<file path="config.mk">
export PLATFORM = sky130hd
export DESIGN_NAME = capture_point_pd_stabilizer_unit
export DESIGN_NICKNAME = d
export VERILOG_FILES = /design/src/rtl/cps_pkg.sv /design/src/rtl/cps_ctrl.sv /design/src/rtl/cps_datapath.sv /design/src/rtl/capture_point_pd_stabilizer_unit.sv
export VERILOG_INCLUDE_DIRS = /design/src /design/src/rtl
export SDC_FILE = /design/constraint.sdc
export NUM_CORES = 2
export LEC_CHECK = 0
export ABC_AREA = 1
export BUFFER_PORTS_ARGS = -buffer_cell sky130_fd_sc_hd__buf_2
export CAP_MARGIN = 20
export CORE_MARGIN = 2
export CORE_UTILIZATION = 50
export DETAILED_ROUTE_END_ITERATION = 6
export PLACE_DENSITY = 0.76
export SLEW_MARGIN = 10
export SYNTH_ARGS = -nofsm -noshare
export SYNTH_HDL_FRONTEND = slang
export SYNTH_HIERARCHICAL = 1
export SYNTH_SLANG_ARGS = --single-unit
</file>
<file path="constraint.sdc">
create_clock -name clock -period 29.8 [get_ports clock]
set_clock_uncertainty 0.15 [all_clocks]
set_input_delay 5.96 -clock clock [delete_from_list [all_inputs] [get_ports clock]]
set_output_delay 5.96 -clock clock [all_outputs]
set_load 0.05 [all_outputs]
</file>
<file path="src/rtl/capture_point_pd_stabilizer_unit_macros.svh">
// Assertion macros for the capture point stabilizer RTL.
`ifndef CAPTURE_POINT_PD_STABILIZER_UNIT_MACROS_SVH
`define CAPTURE_POINT_PD_STABILIZER_UNIT_MACROS_SVH
`ifndef SYNTHESIS
`define CPS_ASSERT_IMP(label, ante, cons, msg) \
   label: assert property (@(posedge clock) disable iff (reset) (ante) |-> (cons)) \
      else $error(msg);
`define CPS_ASSERT_NXT(label, ante, cons, msg) \
   label: assert property (@(posedge clock) disable iff (reset) (ante) |=> (cons)) \
      else $error(msg);
`else
`define CPS_ASSERT_IMP(label, ante, cons, msg)
`define CPS_ASSERT_NXT(label, ante, cons, msg)
`endif
`endif

</file>
<file path="src/rtl/cps_pkg.sv">
// Types, constants and helpers for the capture point stabilizer.
package cps_pkg;

   localparam int FRAC_BITS = 16;
   localparam int GAIN_FRAC = 24;
   localparam logic [31:0] RECIP_G = 32'd437815219;   // round(2^32 / 9.81)

   localparam int SHR_RECIP = 32 - FRAC_BITS;
   localparam int SHR_FRAC  = FRAC_BITS;
   localparam int SHR_GAIN  = GAIN_FRAC;

   // height * RECIP_G < 2^60, shifted right by 32 - FRAC_BITS
   localparam int Q_W    = 28 + FRAC_BITS;
   localparam int SQ_W   = Q_W + (Q_W % 2);
   localparam int ROOT_W = SQ_W / 2;
   localparam int CNT_W  = $clog2(ROOT_W);

   localparam int OPA_W  = 34;
   localparam int MAG_W  = 33;
   localparam int PROD_W = MAG_W + 32;
   localparam int RES_W  = PROD_W + 1;

   localparam logic signed [31:0] S32_MAX = 32'sh7fff_ffff;
   localparam logic signed [31:0] S32_MIN = 32'sh8000_0000;

   typedef enum logic [2:0] {
      REG_MODE,
      REG_KP_X,
      REG_KP_Y,
      REG_KD_X,
      REG_KD_Y,
      REG_REF_X,
      REG_REF_Y,
      REG_INV_DT
   } reg_idx_type;

   typedef enum logic [3:0] {
      OP_Q,
      OP_VX,
      OP_VY,
      OP_DX,
      OP_DY,
      OP_PX,
      OP_DKX,
      OP_PY,
      OP_DKY
   } op_type;

   typedef enum logic [1:0] {
      SH_RECIP,
      SH_FRAC,
      SH_GAIN
   } sh_type;

   typedef struct packed {
      logic   cap_in;
      logic   mul_go;
      logic   wb_en;
      logic   sqrt_step;
      logic   out_load;
      op_type op;
   } cmd_type;

   function automatic logic signed [31:0] sat32(input logic signed [RES_W-1:0] v);
      logic [RES_W-32:0] top;
      top = v[RES_W-1:31];
      if ((&top) || (~|top)) begin
         return v[31:0];
      end else if (v[RES_W-1]) begin
         return S32_MIN;
      end else begin
         return S32_MAX;
      end
   endfunction

endpackage

</file>
<file path="src/rtl/cps_ctrl.sv">
// Sequencer for the capture point stabilizer: handshakes and step order.
module cps_ctrl import cps_pkg::*; (
   input  logic    clock,
   input  logic    reset,
   input  logic    req_valid,
   output logic    req_stall,
   output logic    rsp_valid,
   input  logic    rsp_stall,
   output cmd_type cmd
);

`include "capture_point_pd_stabilizer_unit_macros.svh"

   typedef enum logic [2:0] {
      S_IDLE,
      S_Q_ISSUE,
      S_Q_WAIT,
      S_SQRT,
      S_MUL_ISSUE,
      S_MUL_WAIT,
      S_DONE
   } state_type;

   state_type        state_ff, state_in;
   op_type           op_ff, op_in;
   logic [CNT_W-1:0] cnt_ff, cnt_in;
   logic             rsp_valid_ff, rsp_valid_in;
   logic             req_xfer, out_free;

   function automatic op_type next_op(input op_type op);
      unique case (op)
         OP_VX:   return OP_VY;
         OP_VY:   return OP_DX;
         OP_DX:   return OP_DY;
         OP_DY:   return OP_PX;
         OP_PX:   return OP_DKX;
         OP_DKX:  return OP_PY;
         OP_PY:   return OP_DKY;
         default: return OP_VX;
      endcase
   endfunction

   assign req_stall = (state_ff != S_IDLE);
   assign req_xfer  = req_valid && !req_stall;
   assign out_free  = !rsp_valid_ff || !rsp_stall;
   assign rsp_valid = rsp_valid_ff;

   always_comb begin
      state_in = state_ff;
      op_in    = op_ff;
      cnt_in   = cnt_ff;
      cmd      = '{cap_in: 1'b0, mul_go: 1'b0, wb_en: 1'b0, sqrt_step: 1'b0,
                   out_load: 1'b0, op: op_ff};
      unique case (state_ff)
         S_IDLE: begin
            if (req_xfer) begin
               cmd.cap_in = 1'b1;
               op_in      = OP_Q;
               state_in   = S_Q_ISSUE;
            end
         end
         S_Q_ISSUE: begin
            cmd.mul_go = 1'b1;
            state_in   = S_Q_WAIT;
         end
         S_Q_WAIT: begin
            cmd.wb_en = 1'b1;
            cnt_in    = CNT_W'(ROOT_W - 1);
            state_in  = S_SQRT;
         end
         S_SQRT: begin
            cmd.sqrt_step = 1'b1;
            cnt_in        = cnt_ff - 1'b1;
            if (cnt_ff == '0) begin
               op_in    = OP_VX;
               state_in = S_MUL_ISSUE;
            end
         end
         S_MUL_ISSUE: begin
            cmd.mul_go = 1'b1;
            state_in   = S_MUL_WAIT;
         end
         S_MUL_WAIT: begin
            cmd.wb_en = 1'b1;
            if (op_ff == OP_DKY) begin
               state_in = S_DONE;
            end else begin
               op_in    = next_op(op_ff);
               state_in = S_MUL_ISSUE;
            end
         end
         S_DONE: begin
            if (out_free) begin
               cmd.out_load = 1'b1;
               state_in     = S_IDLE;
            end
         end
         default: state_in = S_IDLE;
      endcase
   end

   always_comb begin
      rsp_valid_in = rsp_valid_ff;
      if (cmd.out_load) begin
         rsp_valid_in = 1'b1;
      end else if (rsp_valid_ff && !rsp_stall) begin
         rsp_valid_in = 1'b0;
      end
   end

   always_ff @(posedge clock) begin
      if (reset) begin
         state_ff     <= S_IDLE;
         op_ff        <= OP_Q;
         cnt_ff       <= '0;
         rsp_valid_ff <= 1'b0;
      end else begin
         state_ff     <= state_in;
         op_ff        <= op_in;
         cnt_ff       <= cnt_in;
         rsp_valid_ff <= rsp_valid_in;
      end
   end

   `CPS_ASSERT_NXT(a_accept_starts_q, req_xfer, cmd.mul_go && (cmd.op == OP_Q), "no height step after transfer")
   `CPS_ASSERT_IMP(a_load_when_free, cmd.out_load, out_free, "result overwritten before transfer")
   `CPS_ASSERT_NXT(a_load_shows_rsp, cmd.out_load, rsp_valid && !req_stall, "result not shown after load")

endmodule

</file>
<file path="src/rtl/cps_datapath.sv">
// Datapath: config registers, shared multiplier, square root unit, result registers.
module cps_datapath import cps_pkg::*; (
   input  logic               clock,
   input  logic               reset,
   input  cmd_type            cmd,
   input  logic               csr_wr_en,
   input  logic [2:0]         csr_index,
   input  logic [31:0]        csr_wdata,
   input  logic signed [31:0] req_com_x,
   input  logic signed [31:0] req_com_y,
   input  logic signed [31:0] req_com_z,
   input  logic signed [31:0] req_vel_x,
   input  logic signed [31:0] req_vel_y,
   output logic signed [31:0] rsp_theta_x,
   output logic signed [31:0] rsp_theta_y,
   output logic signed [31:0] rsp_cp_x,
   output logic signed [31:0] rsp_cp_y
);

   logic                      mode_ff;
   logic [31:0]               kp_x_ff, kp_y_ff, kd_x_ff, kd_y_ff, inv_dt_ff;
   logic signed [31:0]        ref_x_ff, ref_y_ff;
   logic signed [31:0]        prev_full_x_ff, prev_full_y_ff;
   logic signed [31:0]        prev_inst_x_ff, prev_inst_y_ff;

   logic signed [31:0]        com_x_ff, com_y_ff, com_z_ff, vel_x_ff, vel_y_ff;
   logic signed [31:0]        cx_ff, cy_ff, cpdx_ff, cpdy_ff, tx_ff, ty_ff;
   logic signed [RES_W-1:0]   acc_ff;

   logic [SQ_W-1:0]           sq_rad_ff;
   logic [ROOT_W+1:0]         sq_rem_ff, sq_rem_in;
   logic [ROOT_W-1:0]         sq_root_ff, sq_root_in;
   logic [ROOT_W+3:0]         sq_trial, sq_sub;

   logic [PROD_W-1:0]         prod_ff, shifted;
   logic                      neg_ff;
   sh_type                    sh_ff, sh_sel;
   logic signed [OPA_W-1:0]   a_sel;
   logic [31:0]               g_sel;
   logic [MAG_W-1:0]          mag;
   logic signed [RES_W-1:0]   res, com_add;
   logic [30:0]               h;
   logic signed [31:0]        prev_x, prev_y;

   assign h      = com_z_ff[31] ? '0 : com_z_ff[30:0];
   assign prev_x = mode_ff ? prev_inst_x_ff : prev_full_x_ff;
   assign prev_y = mode_ff ? prev_inst_y_ff : prev_full_y_ff;

   // operand select for the shared multiplier
   always_comb begin
      a_sel  = '0;
      g_sel  = '0;
      sh_sel = SH_FRAC;
      case (cmd.op)
         OP_Q: begin
            a_sel  = OPA_W'(h);
            g_sel  = RECIP_G;
            sh_sel = SH_RECIP;
         end
         OP_VX: begin
            a_sel = OPA_W'(vel_x_ff);
            g_sel = 32'(sq_root_ff);
         end
         OP_VY: begin
            a_sel = OPA_W'(vel_y_ff);
            g_sel = 32'(sq_root_ff);
         end
         OP_DX: begin
            a_sel = OPA_W'(cx_ff) - OPA_W'(prev_x);
            g_sel = inv_dt_ff;
         end
         OP_DY: begin
            a_sel = OPA_W'(cy_ff) - OPA_W'(prev_y);
            g_sel = inv_dt_ff;
         end
         OP_PX: begin
            a_sel  = OPA_W'(cx_ff) - OPA_W'(ref_x_ff);
            g_sel  = kp_x_ff;
            sh_sel = SH_GAIN;
         end
         OP_DKX: begin
            a_sel  = OPA_W'(cpdx_ff);
            g_sel  = kd_x_ff;
            sh_sel = SH_GAIN;
         end
         OP_PY: begin
            a_sel  = OPA_W'(cy_ff) - OPA_W'(ref_y_ff);
            g_sel  = kp_y_ff;
            sh_sel = SH_GAIN;
         end
         OP_DKY: begin
            a_sel  = OPA_W'(cpdy_ff);
            g_sel  = kd_y_ff;
            sh_sel = SH_GAIN;
         end
         default: a_sel = '0;
      endcase
   end

   assign mag = a_sel[OPA_W-1] ? MAG_W'(-a_sel) : MAG_W'(a_sel);

   always_comb begin
      case (sh_ff)
         SH_RECIP: shifted = prod_ff >> SHR_RECIP;
         SH_GAIN:  shifted = prod_ff >> SHR_GAIN;
         default:  shifted = prod_ff >> SHR_FRAC;
      endcase
   end

   // truncation toward zero: shift the magnitude, then restore the sign
   assign res     = neg_ff ? -$signed({1'b0, shifted}) : $signed({1'b0, shifted});
   assign com_add = RES_W'(mode_ff ? 32'sd0 : (cmd.op == OP_VX ? com_x_ff : com_y_ff));

   // one restoring square root step: two radicand bits per cycle
   always_comb begin
      sq_trial = {sq_rem_ff, sq_rad_ff[SQ_W-1 -: 2]};
      sq_sub   = {2'b00, sq_root_ff, 2'b01};
      if (sq_trial >= sq_sub) begin
         sq_rem_in  = (ROOT_W + 2)'(sq_trial - sq_sub);
         sq_root_in = {sq_root_ff[ROOT_W-2:0], 1'b1};
      end else begin
         sq_rem_in  = sq_trial[ROOT_W+1:0];
         sq_root_in = {sq_root_ff[ROOT_W-2:0], 1'b0};
      end
   end

   always_ff @(posedge clock) begin
      if (reset) begin
         mode_ff        <= 1'b0;
         kp_x_ff        <= 32'd16777;
         kp_y_ff        <= 32'd16777;
         kd_x_ff        <= 32'd117441;
         kd_y_ff        <= 32'd117441;
         ref_x_ff       <= '0;
         ref_y_ff       <= '0;
         inv_dt_ff      <= 32'd65536000;
         prev_full_x_ff <= '0;
         prev_full_y_ff <= '0;
         prev_inst_x_ff <= '0;
         prev_inst_y_ff <= '0;
      end else begin
         if (csr_wr_en) begin
            unique case (reg_idx_type'(csr_index))
               REG_MODE:   mode_ff   <= csr_wdata[0];
               REG_KP_X:   kp_x_ff   <= csr_wdata;
               REG_KP_Y:   kp_y_ff   <= csr_wdata;
               REG_KD_X:   kd_x_ff   <= csr_wdata;
               REG_KD_Y:   kd_y_ff   <= csr_wdata;
               REG_REF_X:  ref_x_ff  <= csr_wdata;
               REG_REF_Y:  ref_y_ff  <= csr_wdata;
               REG_INV_DT: inv_dt_ff <= csr_wdata;
            endcase
         end
         if (cmd.out_load) begin
            if (mode_ff) begin
               prev_inst_x_ff <= cx_ff;
               prev_inst_y_ff <= cy_ff;
            end else begin
               prev_full_x_ff <= cx_ff;
               prev_full_y_ff <= cy_ff;
            end
         end
      end
   end

   always_ff @(posedge clock) begin
      if (cmd.cap_in) begin
         com_x_ff <= req_com_x;
         com_y_ff <= req_com_y;
         com_z_ff <= req_com_z;
         vel_x_ff <= req_vel_x;
         vel_y_ff <= req_vel_y;
      end
      if (cmd.mul_go) begin
         prod_ff <= {32'd0, mag} * {33'd0, g_sel};
         neg_ff  <= a_sel[OPA_W-1];
         sh_ff   <= sh_sel;
      end
      if (cmd.sqrt_step) begin
         sq_rem_ff  <= sq_rem_in;
         sq_root_ff <= sq_root_in;
         sq_rad_ff  <= sq_rad_ff << 2;
      end
      if (cmd.wb_en) begin
         case (cmd.op)
            OP_Q: begin
               sq_rad_ff  <= shifted[SQ_W-1:0];
               sq_rem_ff  <= '0;
               sq_root_ff <= '0;
            end
            OP_VX:   cx_ff   <= sat32(res + com_add);
            OP_VY:   cy_ff   <= sat32(res + com_add);
            OP_DX:   cpdx_ff <= sat32(res);
            OP_DY:   cpdy_ff <= sat32(res);
            OP_PX:   acc_ff  <= res;
            OP_DKX:  tx_ff   <= sat32(acc_ff + res);
            OP_PY:   acc_ff  <= res;
            OP_DKY:  ty_ff   <= sat32(acc_ff + res);
            default: acc_ff  <= acc_ff;
         endcase
      end
      if (cmd.out_load) begin
         rsp_theta_x <= tx_ff;
         rsp_theta_y <= ty_ff;
         rsp_cp_x    <= cx_ff;
         rsp_cp_y    <= cy_ff;
      end
   end

endmodule

</file>
<file path="src/rtl/capture_point_pd_stabilizer_unit.sv">
// Top level of the capture point PD stabilizer.
//
//   channel  direction  handshake            payload
//   req      in         req_valid/req_stall  com_x com_y com_z vel_x vel_y
//   rsp      out        rsp_valid/rsp_stall  theta_x theta_y cp_x cp_y
//   csr      in         csr_wr_en            csr_index csr_wdata
//
// An item runs through a transfer step, the height product, one step per root bit in the
// square root unit, an issue and a write-back step for each of eight products on the one
// shared multiplier, and a load of the result register.
// Reset restores register defaults and clears the stored capture points.
// The result register frees the input side: a new item is taken while the last result
// waits, and the block holds in its final step only if that result is still untaken.
module capture_point_pd_stabilizer_unit import cps_pkg::*; (
   input  logic               clock,
   input  logic               reset,
   input  logic               csr_wr_en,
   input  logic [2:0]         csr_index,
   input  logic [31:0]        csr_wdata,
   input  logic               req_valid,
   output logic               req_stall,
   input  logic signed [31:0] req_com_x,
   input  logic signed [31:0] req_com_y,
   input  logic signed [31:0] req_com_z,
   input  logic signed [31:0] req_vel_x,
   input  logic signed [31:0] req_vel_y,
   output logic               rsp_valid,
   input  logic               rsp_stall,
   output logic signed [31:0] rsp_theta_x,
   output logic signed [31:0] rsp_theta_y,
   output logic signed [31:0] rsp_cp_x,
   output logic signed [31:0] rsp_cp_y
);

   cmd_type cmd;

   cps_ctrl u_ctrl (
      .clock     (clock),
      .reset     (reset),
      .req_valid (req_valid),
      .req_stall (req_stall),
      .rsp_valid (rsp_valid),
      .rsp_stall (rsp_stall),
      .cmd       (cmd)
   );

   cps_datapath u_datapath (
      .clock       (clock),
      .reset       (reset),
      .cmd         (cmd),
      .csr_wr_en   (csr_wr_en),
      .csr_index   (csr_index),
      .csr_wdata   (csr_wdata),
      .req_com_x   (req_com_x),
      .req_com_y   (req_com_y),
      .req_com_z   (req_com_z),
      .req_vel_x   (req_vel_x),
      .req_vel_y   (req_vel_y),
      .rsp_theta_x (rsp_theta_x),
      .rsp_theta_y (rsp_theta_y),
      .rsp_cp_x    (rsp_cp_x),
      .rsp_cp_y    (rsp_cp_y)
   );

endmodule

</file>
==> qor.csv <==
stage,metric,value,unit
run_status,run status,completed,
timing,Final WS setup,15.92,ns
cts,CTS tree,yes,
critical_path,WS Path Type,flop to flop,
synth,syn avg cell area,8.02,um2
critical_path,Slowest cell on crit path,buf_4,
detailed_routing,DR iter-0 viols,10400,
finish,share of cells above drive strength 1,0.0766,
timing,Tcrit/Tclk final,0.466,
synth,Yosys Warn Count,6,
finish,Multi-input gate area,55600,um2
synth,Syn Std Cell Area,91800,um2
synth,Post-Synth Adder-Cell Area,0.268,
grt,largest net degree at the start of global routing,150,
floorplanning,die area,187000,um2
finish,max reg flops,66,
grt,final global-route overflow total,0,
critical_path,Required @ worst endpoint,30.14,ns
grt,number of global-route vias before repair,79300,
placed_design,Final HPWL DP,268000,um
synth,largest family of logic cells by synthesized area,adder cells,
cts,Clock Latency Late Sink,0.80,ns
timing,setup violators final,0,
synth,Post-synth EDFFs,598,
finish,Layout Cells excl Fill,14100,
finish,top flop regs,"u_datapath/acc_ff: 66 flops, u_datapath/prod_ff: 49 flops, u_datapath/sq_rad_ff: 44 flops",
detailed_routing,DRT Wirelength,341000,um
synth,top cell type's share of synthesized area,0.203,
synth,fraction of registers with async set/reset,0,
critical_path,Most common cell on crit path,fa_1,
timing,hold slack,0.229,ns
timing,RSZ-0062 raised after global routing,false,
cts,post-CTS setup buffers,0,
timing,Final min period,13.88,ns
grt,GRT Util Overall,0.360,
timing,setup_tns,0,ns
detailed_routing,via count,81800,
cts,CTS root buf,clkbuf_16,
cts,CTS Buf Count,109,
cts,Max Buffers Root-to-Sink,3,
synth,#FFs+latches synth,1054,
detailed_routing,Avg WL per Cell,24.2,um
cts,CTS hold repair buffers,0,
critical_path,Critical Path AT,14.22,ns
synth,Post-Synth Simple-Gate Area,0.204,
timing,Fin. Hold Viols,0,
floorplanning,Core Footprint,183000,um2
finish,Register Area,27100,um2
finish,most flop-heavy register,u_datapath/acc_ff,
floorplanning,Die Y,432,um
cts,htree depth,3,
finish,area grow syn2layout,8.47,%
synth,Yosys top cell by area,fa_1,
critical_path,CP Capture Type,flop,
hold_path,HP Class,flop to flop,
placed_design,placed cells,13900,
placed_design,Setup WS pre-CTS,16.28,ns
grt,initial antenna violation count,25,
detailed_routing,DRT antenna net count,0,
cts,CTS resizes,0,
placed_design,# port buffers,329,
synth,post-synthesis mux area share,0,
synth,synth top area cells,"fa_1, edfxtp_1, dfxtp_1",
floorplanning,Die W,432,um
critical_path,CP Launch Type,flop,
floorplanning,row cnt,157,
detailed_routing,Pre-antenna DRT Iters,7,
critical_path,crit path max fanout,73,
cts,"Reg clk slew, reported paths",0.07,ns
timing,Worst-Margin Slew,1.19,ns
finish,fill count,16900,
synth,post-synth net total,13100,
detailed_routing,DR DRC count,0,
finish,nets@finish,13200,
timing,Max-slew headroom,0.202,
grt,first-pass GRT wire length,503000,um
detailed_routing,DR vias/cell,5.81,
synth,"Primary FF master, synth",edfxtp_1,
synth,sequential share of the synthesized area,0.295,
timing,Fmax achieved,72.0,MHz
synth,XOR/XNOR share of the synthesized area,0.0213,
critical_path,Max stage delay on crit path,0.62,ns
placed_design,Routability Congestion,1.02,
floorplanning,I/O pins,330,
job,max cap viols,0,
timing,fin. max-slew vios,0,
synth,fraction of the mapped netlist area in compound gates,0.110,
synth,Syn Inst Count,11400,
floorplanning,Initial Utilization,0.502,
synth,distinct cell type count after synthesis,72,
cts,CTS sink cnt,1054,
==> cell usage after synthesis (49+ instances only) <==
cell type and n:
nand2_1 2094, inv_1 1878, nor2_1 1767, fa_1 929
o21ai_0 838, edfxtp_1 598, a21oi_1 504, ha_1 482
dfxtp_1 456, nand3_1 355, clkbuf_1 296, xor2_1 152
nor3_1 73, buf_2 70, xnor2_1 69, o211ai_1 63
nand4_1 58, inv_2 56, a31oi_1 54, a21o_1 49
==> worst paths after layout <==
path,depth (start not counted),slack (ns),startpoint,endpoint
hold / removal,0,0.23,u_datapath/ty_ff[13]$_DFFE_PP_,u_datapath/rsp_theta_y[13]$_DFFE_PP_
setup / recovery,47,15.92,u_ctrl/op_ff[3]$_SDFFE_PP0P_,u_datapath/prod_ff[59]$_DFFE_PP_
setup reg to reg,47,15.92,u_ctrl/op_ff[3]$_SDFFE_PP0P_,u_datapath/prod_ff[59]$_DFFE_PP_
hold reg to reg,0,0.23,u_datapath/ty_ff[13]$_DFFE_PP_,u_datapath/rsp_theta_y[13]$_DFFE_PP_
==> metal layers <==
layer / vias up / part of all wire / global-route usage
met5: - / 0.00046 / 0.00390
met4: 10 / 0.055 / 0.167
met3: 832 / 0.11 / 0.0724
met2: 4843 / 0.43 / 0.542
met1: 39700 / 0.41 / 0.501
li1: 36400 / - / -
==> cell families (layout without fill, tap and decap cells) <==
logic type               Yosys count  count (layout)
XOR/XNOR                         222             222
AND/OR/NAND/NOR                 4580            4580
adder cells (fa/ha/maj)         1411            1411
buffers and inverters           2378            2620
other                              0              16
AO/OA/AOI/OAI                   1796            1796
flip-flops                      1054            1054
==> cell usage in the layout, fill, tap and decap left out, types with 14 or more instances in the layout <==
cell type	n
inv_2	58
a211oi_1	26
o22ai_1	36
xor2_1	152
a21oi_1	503
fa_1	929
o21bai_1	34
o21ai_1	35
nor2_1	1757
xnor2_1	69
o21ai_0	837
clkbuf_16	110
edfxtp_1	598
nand4_1	58
o21ai_2	16
buf_4	128
o21a_1	35
dfxtp_1	455
o211ai_1	63
a31oi_1	54
clkinv_1	30
nor4_1	18
and2_1	17
a21o_1	49
diode_2	16
nor2_2	15
nand3_1	355
nand2_2	38
and3_1	14
nor3_1	71
nand2_1	2094
nand3b_1	31
or2_2	41
a221oi_1	37
nor2_4	15
ha_1	482
buf_2	329
inv_1	1875
clkinv_2	22
clkbuf_8	16
==> worst max-delay path, delay by kind of cell (launching register included) <==
family / cells / cell delay [ns]
and+or+nand+nor: 17 / 3.28
buffers and inverters: 8 / 1.42
DFF: 1 / 0.48
AOI/OAI and AO/OA: 12 / 3.32
adders and majority gates: 10 / 4.80
==> layout make-up <==
cell class                      instances  share of cell area
Antenna cell                           16            0.000402
Inverter                             1952              0.0737
Clock buffer                          139              0.0304
Clock inverter                         66             0.00705
Sequential cell                      1054               0.272
Multi-Input combinational cell       8009               0.559
Tap cell                             2385              0.0300
Timing Repair Buffer                  463              0.0274
==> stage by stage <==
stage	cell area (um2)	util
CTS	99400	0.544
global placement	95600	0.524
floorplan	91800	-
detailed placement	95600	0.524
finish	99500	0.545
global route	99500	0.545
Power is not shown: default switching activity piles up to over one toggle a cycle in this logic, so the estimate is an artifact.
